===== config.mk =====
export PLATFORM = sky130hd
export DESIGN_NAME = utf8_sequence_decoder_top_flat
export DESIGN_NICKNAME = d
export VERILOG_FILES = /design/src/hdl/u8d_pkg.sv /design/src/hdl/u8d_in_if.sv /design/src/hdl/u8d_out_if.sv /design/src/hdl/u8d_in_reg.sv /design/src/hdl/u8d_core.sv /design/src/hdl/u8d_out_reg.sv /design/src/hdl/utf8_sequence_decoder_top.sv /design/src/flat_wrapper.sv
export SDC_FILE = /design/constraint.sdc
export NUM_CORES = 1
export LEC_CHECK = 0
export BUFFER_PORTS_ARGS = -buffer_cell sky130_fd_sc_hd__buf_2
export CORE_ASPECT_RATIO = 1.25
export CORE_MARGIN = 2
export CORE_UTILIZATION = 50
export DETAILED_ROUTE_END_ITERATION = 6
export PLACE_DENSITY = 0.75
export RECOVER_POWER = 25
export SYNTH_ARGS = -nofsm -noshare
export SYNTH_HDL_FRONTEND = slang
export SYNTH_HIERARCHICAL = 1
export SYNTH_SLANG_ARGS = --single-unit

===== constraint.sdc =====
create_clock -name clk_i -period 2.8 [get_ports clk_i]
set_input_delay 0.14 -clock clk_i [delete_from_list [all_inputs] [get_ports clk_i]]
set_output_delay 0.14 -clock clk_i [all_outputs]
set_load 0.03 [all_outputs]

===== src/hdl/u8d_pkg.sv =====
package u8d_pkg;

  localparam int unsigned ByteW  = 8;
  localparam int unsigned CpW    = 21;
  localparam int unsigned CountW = 3;

  localparam logic [ByteW-1:0] ContMask  = 8'b11000000;
  localparam logic [ByteW-1:0] ContTag   = 8'b10000000;
  localparam logic [ByteW-1:0] ContBits  = 8'b00111111;
  localparam logic [ByteW-1:0] Lead2Mask = 8'b11100000;
  localparam logic [ByteW-1:0] Lead2Bits = 8'b00011111;
  localparam logic [ByteW-1:0] Lead3Mask = 8'b11110000;
  localparam logic [ByteW-1:0] Lead3Bits = 8'b00001111;
  localparam logic [ByteW-1:0] Lead4Mask = 8'b11111000;
  localparam logic [ByteW-1:0] Lead4Bits = 8'b00000111;
  localparam logic [ByteW-1:0] Lead1Bits = 8'b01111111;

  localparam logic [CountW-1:0] MaxSeqLen = 3'd4;
  localparam logic [CountW-1:0] CountMax  = 3'd7;

  typedef struct packed {
    logic [ByteW-1:0] in_byte;
    logic             end_of_seq;
  } in_beat_t;

  typedef struct packed {
    logic [CpW-1:0] code_point;
    logic           invalid;
  } out_beat_t;

  typedef struct packed {
    logic      valid;
    out_beat_t beat;
  } res_t;

  typedef struct packed {
    logic            bad;
    logic [CountW-1:0] len;
    logic [CpW-1:0]  bits;
  } lead_t;

  function automatic lead_t decode_lead(input logic [ByteW-1:0] b);
    lead_t l;
    l = '0;
    case (b) inside
      8'b0???????: begin
        l.len  = 3'd1;
        l.bits = CpW'(b & Lead1Bits);
      end
      8'b110?????: begin
        l.len  = 3'd2;
        l.bits = CpW'(b & Lead2Bits);
      end
      8'b1110????: begin
        l.len  = 3'd3;
        l.bits = CpW'(b & Lead3Bits);
      end
      8'b11110???: begin
        l.len  = 3'd4;
        l.bits = CpW'(b & Lead4Bits);
      end
      default: begin
        l.bad = 1'b1;
      end
    endcase
    return l;
  endfunction

endpackage


===== src/hdl/u8d_in_if.sv =====
interface u8d_in_if;
  logic       valid;
  logic       ready;
  logic [7:0] in_byte;
  logic       end_of_seq;

  modport source (output valid, output in_byte, output end_of_seq, input ready);
  modport sink   (input valid, input in_byte, input end_of_seq, output ready);
endinterface


===== src/hdl/u8d_out_if.sv =====
interface u8d_out_if;
  logic        valid;
  logic        ready;
  logic [20:0] code_point;
  logic        invalid;

  modport source (output valid, output code_point, output invalid, input ready);
  modport sink   (input valid, input code_point, input invalid, output ready);
endinterface


===== src/hdl/u8d_in_reg.sv =====
module u8d_in_reg (
  input  logic              clk_i,
  input  logic              rst_ni,
  u8d_in_if.sink            in_i,
  input  logic              take_i,
  output logic              valid_o,
  output u8d_pkg::in_beat_t beat_o
);
  import u8d_pkg::*;

  logic     valid_q;
  in_beat_t beat_q;

  assign in_i.ready = !valid_q || take_i;

  always_ff @(posedge clk_i or negedge rst_ni) begin
    if (!rst_ni) begin
      valid_q <= 1'b0;
    end else if (in_i.ready) begin
      valid_q <= in_i.valid;
    end
  end

  always_ff @(posedge clk_i) begin
    if (in_i.valid && in_i.ready) begin
      beat_q.in_byte    <= in_i.in_byte;
      beat_q.end_of_seq <= in_i.end_of_seq;
    end
  end

  assign valid_o = valid_q;
  assign beat_o  = beat_q;
endmodule


===== src/hdl/u8d_core.sv =====
module u8d_core (
  input  logic              clk_i,
  input  logic              rst_ni,
  input  logic              valid_i,
  input  u8d_pkg::in_beat_t beat_i,
  input  logic              res_ready_i,
  output logic              take_o,
  output u8d_pkg::res_t     res_o
);
  import u8d_pkg::*;

  logic [CpW-1:0]    accum_q, accum_d, accum_n;
  logic [CountW-1:0] seen_q, seen_d, seen_n;
  logic [CountW-1:0] want_q, want_d, want_n;
  logic              bad_q, bad_d, bad_n;
  logic              fail;
  lead_t             lead;
  logic [ByteW-1:0]  b;

  assign b      = beat_i.in_byte;
  assign lead   = decode_lead(b);
  assign take_o = valid_i && (!beat_i.end_of_seq || res_ready_i);

  always_comb begin
    accum_n = accum_q;
    want_n  = want_q;
    bad_n   = bad_q;
    if (seen_q == '0) begin
      want_n  = lead.len;
      accum_n = lead.bits;
      bad_n   = lead.bad;
    end else begin
      if ((b & ContMask) != ContTag) begin
        bad_n = 1'b1;
      end
      if (seen_q < MaxSeqLen) begin
        accum_n = {accum_q[CpW-7:0], b[5:0] & ContBits[5:0]};
      end else begin
        bad_n = 1'b1;
      end
    end
    seen_n = (seen_q < CountMax) ? seen_q + 3'd1 : seen_q;
    fail   = bad_n || (want_n == '0) || (seen_n != want_n) || (seen_n > MaxSeqLen);
  end

  always_comb begin
    accum_d = accum_q;
    seen_d  = seen_q;
    want_d  = want_q;
    bad_d   = bad_q;
    if (take_o) begin
      if (beat_i.end_of_seq) begin
        accum_d = '0;
        seen_d  = '0;
        want_d  = '0;
        bad_d   = 1'b0;
      end else begin
        accum_d = accum_n;
        seen_d  = seen_n;
        want_d  = want_n;
        bad_d   = bad_n;
      end
    end
  end

  always_ff @(posedge clk_i or negedge rst_ni) begin
    if (!rst_ni) begin
      accum_q <= '0;
      seen_q  <= '0;
      want_q  <= '0;
      bad_q   <= 1'b0;
    end else begin
      accum_q <= accum_d;
      seen_q  <= seen_d;
      want_q  <= want_d;
      bad_q   <= bad_d;
    end
  end

  assign res_o.valid           = take_o && beat_i.end_of_seq;
  assign res_o.beat.code_point = fail ? '0 : accum_n;
  assign res_o.beat.invalid    = fail;
endmodule


===== src/hdl/u8d_out_reg.sv =====
module u8d_out_reg (
  input  logic          clk_i,
  input  logic          rst_ni,
  input  u8d_pkg::res_t res_i,
  output logic          ready_o,
  u8d_out_if.source     out_o
);
  import u8d_pkg::*;

  logic      valid_q;
  out_beat_t beat_q;

  assign ready_o = !valid_q || out_o.ready;

  always_ff @(posedge clk_i or negedge rst_ni) begin
    if (!rst_ni) begin
      valid_q <= 1'b0;
    end else if (ready_o) begin
      valid_q <= res_i.valid;
    end
  end

  always_ff @(posedge clk_i) begin
    if (ready_o && res_i.valid) begin
      beat_q <= res_i.beat;
    end
  end

  assign out_o.valid      = valid_q;
  assign out_o.code_point = beat_q.code_point;
  assign out_o.invalid    = beat_q.invalid;
endmodule


===== src/hdl/utf8_sequence_decoder_top.sv =====
// Path: each byte is held in the input register; a final byte's result is decoded
// combinationally and registered in the output register, which drives the output.
// Throughput: one byte per cycle while the output register can accept a result, set by
// the single decode step between the input register and the result register.
// Reset: asynchronous, active low; clears both stage valids and the sequence state.
module utf8_sequence_decoder_top (
  input  logic      clk_i,
  input  logic      rst_ni,
  u8d_in_if.sink    in_i,
  u8d_out_if.source out_o
);
  import u8d_pkg::*;

  logic     in_valid;
  in_beat_t in_beat;
  logic     take;
  logic     res_ready;
  res_t     res;

  u8d_in_reg u_in_reg (
    .clk_i   (clk_i),
    .rst_ni  (rst_ni),
    .in_i    (in_i),
    .take_i  (take),
    .valid_o (in_valid),
    .beat_o  (in_beat)
  );

  u8d_core u_core (
    .clk_i       (clk_i),
    .rst_ni      (rst_ni),
    .valid_i     (in_valid),
    .beat_i      (in_beat),
    .res_ready_i (res_ready),
    .take_o      (take),
    .res_o       (res)
  );

  u8d_out_reg u_out_reg (
    .clk_i   (clk_i),
    .rst_ni  (rst_ni),
    .res_i   (res),
    .ready_o (res_ready),
    .out_o   (out_o)
  );
endmodule


===== src/flat_wrapper.sv =====
// flat-port wrapper written by rule: the top's interface ports become plain ports
module utf8_sequence_decoder_top_flat import u8d_pkg::*;
  (clk_i, rst_ni, in_i_valid, in_i_in_byte, in_i_end_of_seq, in_i_ready, out_o_valid, out_o_code_point, out_o_invalid, out_o_ready);
  u8d_in_if in_i_i ();
  u8d_out_if out_o_i ();
  input  logic clk_i;
  input  logic rst_ni;
  input wire logic [$bits(in_i_i.valid)-1:0] in_i_valid;
  input wire logic [$bits(in_i_i.in_byte)-1:0] in_i_in_byte;
  input wire logic [$bits(in_i_i.end_of_seq)-1:0] in_i_end_of_seq;
  output wire logic [$bits(in_i_i.ready)-1:0] in_i_ready;
  output wire logic [$bits(out_o_i.valid)-1:0] out_o_valid;
  output wire logic [$bits(out_o_i.code_point)-1:0] out_o_code_point;
  output wire logic [$bits(out_o_i.invalid)-1:0] out_o_invalid;
  input wire logic [$bits(out_o_i.ready)-1:0] out_o_ready;
  assign in_i_i.valid = in_i_valid;
  assign in_i_i.in_byte = in_i_in_byte;
  assign in_i_i.end_of_seq = in_i_end_of_seq;
  assign in_i_ready = in_i_i.ready;
  assign out_o_valid = out_o_i.valid;
  assign out_o_code_point = out_o_i.code_point;
  assign out_o_invalid = out_o_i.invalid;
  assign out_o_i.ready = out_o_ready;
  utf8_sequence_decoder_top u_core (.clk_i(clk_i), .rst_ni(rst_ni), .in_i(in_i_i), .out_o(out_o_i));
endmodule

### Yosys cells after proc, flatten, opt, wreduce, memory -nomap -nowiden

Cells that the tools add are included.

* equality and inequality tests: 5
* shifts and indexed selects: 0
* muxes and demuxes: 19
* $mul: 0
* magnitude comparators: 3
* $add $sub $neg: 1
* divide/modulo/power cells: 0
* bitwise operators: 0
* reduce and logical (&&, ||, !) cells: 15

Operators by type and width (number)
* $mux 24: 4
* $mux 21: 3
* $mux 3: 4
* $mux 1: 8
* $logic_not 3->1: 2
* $logic_or 1x1->1: 6
* $lt 3x3->1 const B: 2
* $eq 5x5->1 const B: 1
* $eq 4x4->1 const B: 1
* $logic_and 1x1->1: 4
* $add 3x1->3 const B: 1
* $eq 3x3->1 const B: 1
* $gt 3x3->1 const B: 1
* $logic_not 1->1: 3
* $ne 3x3->1: 1
* $ne 2x2->1 const B: 1

* register bits after elaboration: 61
* memory bits (read-only): 0
* input port bits: 13
* latch bits: 0
* word-level logic and storage cells: 53
* RAM bits: 0
* memories: 0

### Depth between registers and ports, before layout

Gate-level depths: netlist of run 1.

* depth in word-level cells: 10
* gate-level depth with buffers: 9
* gate-level depth less buffers: 7

### Modules after synthesis

Netlist of run 1, hierarchy kept.

Modules (own cells, without submodules)
* u8d_core: area an instance 2023.2 µm², cells an instance 235, times used 1
* u8d_out_reg: area an instance 714.4 µm², cells an instance 26, times used 1
* u8d_in_reg: area an instance 324.1 µm², cells an instance 13, times used 1

### Worst setup path after synthesis of run 1

No wires, ideal clock.

* path kind: flip-flop to flip-flop
* start point: reg u_core.u_core.seen_q[0]
* end point: reg u_core.u_out_reg.beat_q, in the netlist u_core/u_out_reg/out_o.invalid (data pin)
* setup time: 251 ps
* setup slack: 606 ps
* arrival time: 1943 ps
* stages on the path, launching flop included: 9
* data required time: 2549 ps
* cell sequence: dfrtp_1 -> inv_1 -> ha_1 -> or4b_1 -> a21oi_1 -> a211o_2 -> o2111ai_2 -> or2_1 -> buf_4

* cells in the longest elaborated chain, start to end: 6

RTL lines
* start: declaration: RTL line u8d_core.sv:13 `logic [CountW-1:0] seen_q, seen_d, seen_n;`
* start signal: assignment: RTL line u8d_core.sv:74 `seen_q <= seen_d;`
* branches (longest 5 deep; another with $add 3x1->3)
* $logic_or 1x1->1 (*): RTL line u8d_core.sv:43 `fail = bad_n || (want_n == '0) || (seen_n != want_n) || (seen_n > MaxSeqLen);`
* net u_core.u_core.fail: RTL line u8d_core.sv:16 `logic fail;`
* end signal: assignment: RTL line u8d_out_reg.sv:25 `beat_q <= res_i.beat;`
* end: declaration: RTL line u8d_out_reg.sv:11 `out_beat_t beat_q;`

Mark *: on every way through the listed nets, which the timed path passes.
A chain may end at the register's enable or synchronous reset.

### Final worst setup path of run 1

* start point: reg u_core.u_core.seen_q[0]
* end point: reg u_core.u_out_reg.beat_q, in the netlist u_core/u_out_reg/out_o.code_point[7] (data pin)

* cells in the longest elaborated chain, start to end: 6

RTL lines
* branches (longest 6 deep; another with $add 3x1->3)

Several ways; the timed one is not identified.

==> run summary, run 1 <==
status = finished, violations left
violated checks = capacitance limit, slew limit
sequential element share of the synthesized area = 0.549
final hold vios = 0
clock transition at the registers of the reported paths = 0.07 ns
clk sink count = 61
Netlist Area Pre-Place = 3060 sq um
reg2reg path depth = 7
share of cells above drive strength 1 = 0.251
Die X-Extent = 74.0 um
slew at the pin closest to its max-slew limit = 1.68 ns
CTS Buffer Depth = 2
Slowest-stage cell, CP = or4b_1
total number of vias = 2,397
Core Footprint = 5860 sq um
# IOs = 37
wire per inst = 16.3 um
vias per std cell = 5.92
CTS H-tree depth = 3
Net Count, Synth = 289
critical path arrival = 2.66 ns
die area = 6770 sq um
max-slew violations = 31
CP Max Fanout = 15
FILL cells = 479
Most used DFF post-synth = edfxtp_1
Worst slew margin = -0.121
Routed Wire Length = 6610 um
CP Capture Point = u_core/u_out_reg/out_o.code_point[7]
synth unique cells = 54
Levels on crit path = 7
Fmax achieved = 397 MHz
pin count of the biggest net entering global routing = 37
Clk Latency, worst-skew pair = 0.34 ns
initial antenna violation count = 0
GPL Wtd Cong = 0.900
Period minus WS final = 2.52 ns
gr usage total = 0.219
hold path cells = 3
vias in the first global route = 2,273
Initial DRT Pass Iterations = 5
class of the worst hold path = primary input to register
worst path required time = 2.94 ns
RSZ-0062 raised after global routing = no
cell area power density = 839 nW/um^2
Syn Area/Cell = 11.2 sq um
Detail Route Antenna Nets = 0
flop-to-flop setup slack = 0.28 ns
CTS tree = yes
crit path from = u_core/u_core/seen_q[0]
setup TNS = 0 ns
# port buffers = 36
Post-CTS Setup Bufs = 0
Synth async-reset ratio = 0.492
Final Util = 0.625
setup slack at placement = 0.0908 ns
most common cell in the netlist = a22oi_1
maxcap violations = 1
top cells by area, synth = edfxtp_1 30%, dfrtp_1 25%, a22oi_1 7.8%
DR iter-0 viols = 267
Starting Density = 0.523
VDD IR-drop max = 0.592 mV
cell taking the most area after synthesis = edfxtp_1
first-pass GRT wire length = 11,200 um
CTS root buf = clkbuf_8
crit-path cells = inv_1 > ha_1 > or4b_1 > a21oi_1 > a211o_2 > nand3_4 > nor4_1
cell family with most CP delay = simple AND/OR/NAND/NOR gates
floorplan row count = 31
Worst R2R Start = u_core/u_core/seen_q[0]
synth warn = 6
Die Span Y = 91.5 um
CP max stage delay = 0.54 ns
final setup fails = 0
Crit Path Class = register to register
Worst Setup End Kind = register
Synth top area share = 0.304
Area Growth Syn to Fin = 19.5%
LEAKAGE = 1.40 nW
cts bufs inserted = 9
detailed placement HPWL = 4290 um
worst r2r dst = u_core/u_out_reg/out_o.code_point[7]
Remaining DRCs = 0
final worst slack = 0.281 ns
GRT overflow = 0
Fin Clk Skew = 0.00803 ns
crit path buf inv count = 1
Worst setup SP type = register
Inserted Diodes = 0
fin nets = 333
Post-Synthesis Cells = 274
final worst-path cycle share = 0.900
Seq cells post-synth = 61
synth cell count leaders = 32 x a22oi_1, 31 x edfxtp_1, 30 x dfrtp_1, 30 x nand2_1, 19 x o21ai_0
number of flops mapped to enable cells by yosys = 31
[placed cells by master, fill, tap and decap left out, drive strengths merged, types with 2 or more instances in the layout]
cell         count
a211o            2
a21boi           2
a21oi            8
a22o             2
a22oi           32
a32oi            5
and2             5
and3b            2
buf             41
bufinv           3
clkbuf          13
dfrtp           30
dlygate4sd3     11
edfxtp          31
ha               2
inv              6
nand2           30
nand2b           7
nand3            3
nor2             8
nor2b            3
nor3             8
nor3b            5
nor4            15
o21ai           28
o31ai            3
or2              3
[per-stage QoR]
step                      total power [mW]  std cells  area [sq um]  hold WS [ns]
after floorplan                       1.89        274          3060        -0.156
after global placement                2.06        378          3290         0.225
after detailed placement              2.08        378          3290         0.234
after CTS                             3.07        405          3650        0.0837
after global routing                  3.23        405          3660         0.101
final                                 3.07        405          3660        0.0905
[worst min-delay path by stage]
stage / from / end
after floorplan: rst_ni / u_core/u_core/accum_q[0]
after global placement: rst_ni / u_core/u_core/accum_q[0]
after detailed placement: rst_ni / u_core/u_core/accum_q[0]
after CTS: out_o_ready / u_core/u_out_reg/out_o.valid
after global routing: out_o_ready / u_core/u_out_reg/out_o.valid
final: out_o_ready / u_core/u_out_reg/out_o.valid
[state kept, by name, indices dropped and copies added, names as in the netlist]
signal,count
u_core/u_core/accum_q,21
u_core/u_out_reg/out_o.code_point,21
u_core/u_in_reg/beat_o,9
u_core/u_core/seen_q,3
u_core/u_core/want_q,3
u_core/u_core/bad_q,1
u_core/u_in_reg/valid_o,1
u_core/u_out_reg/out_o.invalid,1
u_core/u_out_reg/out_o.valid,1
[cell families (layout without fill, tap and decap cells)]
| family | Yosys count | after routing | share of synthesized area |
|---|---|---|---|
| compound gates | 91 | 91 | 0.204 |
| fa+ha+maj | 2 | 2 | 0.00817 |
| buf+inv | 26 | 75 | 0.0396 |
| flops | 61 | 61 | 0.549 |
| simple gates | 94 | 94 | 0.199 |
[cell type report]
cell class,instances,area (sq um),area share
Sequential cell,61,1680,0.460
Multi-Input combinational cell,187,1270,0.346
Timing Repair Buffer,53,334,0.0913
Clock buffer,12,155,0.0424
Tap cell,82,103,0.0280
Clock inverter,4,95.1,0.0260
Inverter,6,22.5,0.00616
[worst register-to-register path, cell delays in order (launching register included)]
cell and delay [ns]:
dfrtp_1 0.40, inv_1 0.08, ha_1 0.34, or4b_1 0.54, a21oi_1 0.18, a211o_2 0.19
nand3_4 0.23, nor4_1 0.38
[per-layer routing]
layer	part of all wire	global-route usage	up-vias
met5	0	0	-
met4	0.022	0.0773	0
met3	0.050	0.0544	12
met2	0.52	0.357	80
met1	0.41	0.278	1170
li1	-	-	1135
[timing repair]
| action | in CTS | in global routing |
|---|---|---|
| endpoints found under the hold margin | 40 | 0 |
| hold buffers | 11 | 0 |
| endpoints found under the setup margin | 0 | 15 |
| gates resized for setup | 0 | 1 |
[where the power goes]
part	switching, mW	internal [mW]	total, mW
clock	0.335	0.639	0.974
sequential	0.0920	1.06	1.15
combinational	0.655	0.291	0.946
total	1.08	1.99	3.07
(Power assumes the default switching activity.)
==> run 2, diff against run 1 <==
- clock period: 2.8 -> 3.2 ns (I/O delays scaled with it)
==> run summary, run 2 (synthesis gave the netlist of run 1 again) <==
status = finished, violations left
violated checks = capacitance limit, slew limit
clk sink count = 61
GPL Wtd Cong = 0.949
worst path required time = 3.25 ns
Die Span Y = 91.5 um
Worst Setup End Kind = register
# port buffers = 36
Comb power frac = 0.324
die area = 6770 sq um
Tot Pwr = 2.58 mW
setup TNS = 0 ns
Die X-Extent = 74.0 um
CP Max Fanout = 15
floorplan row count = 31
VDD IR-drop max = 0.514 mV
CP max stage delay = 0.66 ns
Crit Path Class = register to register
Starting Density = 0.523
hold path startpoint = in_i_valid
# IOs = 37
Register Area = 1680 sq um
slew at the pin closest to its max-slew limit = 1.69 ns
Clk pwr share = 0.286
first-pass GRT wire length = 11,400 um
DR iter-0 viols = 251
critical path arrival = 2.79 ns
Worst slew margin = -0.129
final worst slack = 0.460 ns
post-route cell area = 3620 sq um
crit path buf inv count = 1
commonest non-fill, non-tap cell in the layout = buf_2
worst r2r dst = u_core/u_out_reg/out_o.code_point[8]
final setup fails = 0
Slowest-stage cell, CP = nor2_2
most frequent cells in the layout = 35 x buf_2, 32 x a22oi_1, 31 x edfxtp_1
gr usage total = 0.222
vias per std cell = 5.86
CTS tree = yes
Placed Area = 3310 sq um
cell family with most CP delay = simple AND/OR/NAND/NOR gates
switch share = 0.370
Pint = 1.62 mW
Routed Wire Length = 6660 um
hold path cells = 2
Fin Clk Skew = 0.00733 ns
detailed placement HPWL = 4290 um
total number of vias = 2,378
share of cells above drive strength 1 = 0.250
clock transition at the registers of the reported paths = 0.07 ns
Post-CTS Setup Bufs = 0
cts bufs inserted = 9
cell area power density = 713 nW/um^2
sequential share of power = 0.391
Final Util = 0.617
Core Footprint = 5860 sq um
class of the worst hold path = primary input to register
wire per inst = 16.4 um
GRT overflow = 0
flop-to-flop setup slack = 0.46 ns
max-slew violations = 31
CTS H-tree depth = 3
Fmax achieved = 365 MHz
LEAKAGE = 1.38 nW
Period minus WS final = 2.74 ns
Worst R2R Start = u_core/u_core/seen_q[0]
pin count of the biggest net entering global routing = 41
final hold vios = 0
Hold EP = u_core/u_in_reg/valid_o
Inserted Diodes = 0
Detail Route Antenna Nets = 0
reg2reg path depth = 7
maxcap violations = 1
switching pwr = 955 uW
Initial DRT Pass Iterations = 5
CTS root buf = clkbuf_8
fin nets = 334
FILL cells = 461
Area Growth Syn to Fin = 18.1%
Worst setup SP type = register
multi-input logic area = 1260 sq um
Clk Latency, worst-skew pair = 0.34 ns
initial antenna violation count = 0
final worst-path cycle share = 0.856
CTS Buffer Depth = 2
RSZ-0062 raised after global routing = no
setup slack at placement = 0.487 ns
vias in the first global route = 2,313
Remaining DRCs = 0
crit-path cells = inv_1 > ha_1 > and2_1 > a32oi_2 > and4b_1 > nor2_2 > nor4_1
## run 2: how the worst max path moves through the flow
stage                                  from                                   end  slack [ns]  cells past startpoint
CTS                 u_core/u_core/seen_q[0]  u_core/u_out_reg/out_o.code_point[8]        0.47                      7
floorplan           u_core/u_core/seen_q[0]        u_core/u_out_reg/out_o.invalid        1.01                      8
finish              u_core/u_core/seen_q[0]  u_core/u_out_reg/out_o.code_point[8]        0.46                      7
global route        u_core/u_core/seen_q[0]  u_core/u_out_reg/out_o.code_point[8]        0.28                      7
detailed placement  u_core/u_core/seen_q[0]  u_core/u_out_reg/out_o.code_point[8]        0.49                      7
global placement    u_core/u_core/seen_q[0]  u_core/u_out_reg/out_o.code_point[2]        0.64                      7
## run 2: repair_timing
action,CTS,global route
resized for setup,0,0
hold endpoints to repair,39,0
hold buffers,10,0
## run 2: metal layers
metal,GRT usage,share of wire
met5,0,0
met4,0.108,0.027
met3,0.0544,0.047
met2,0.352,0.51
met1,0.279,0.42
## run 2: worst register-to-register path: stages, from the launching register on
cell and delay (ns):
dfrtp_1 0.41, inv_1 0.10, ha_1 0.43, and2_1 0.27, a32oi_2 0.15, and4b_1 0.27
nor2_2 0.66, nor4_1 0.17
## run 2: power by group through the flow
stage,logic [mW],registers [mW],clock network (mW)
floorplan,0.603,1.05,0
detailed placement,0.813,1.02,0
finish,0.834,1.01,0.736
global route,0.903,1.02,0.786
global placement,0.796,1.02,0
CTS,0.825,1.01,0.750
## run 2: layout make-up
cell class                 count  area share
timing repair buffer          54      0.0938
sequential                    61       0.465
clock inverter                 4      0.0201
multi-input combinational    187       0.349
tap                           82      0.0284
inverter                       6     0.00623
clock buffer                  12      0.0374
## run 2: per-stage QoR
step / instances / hold slack (ns)
final: 406 / 0.0292
after global routing: 406 / 0.0128
after CTS: 406 / 0.00576
after detailed placement: 380 / 0.250
after global placement: 380 / 0.247
after floorplan: 274 / -0.136
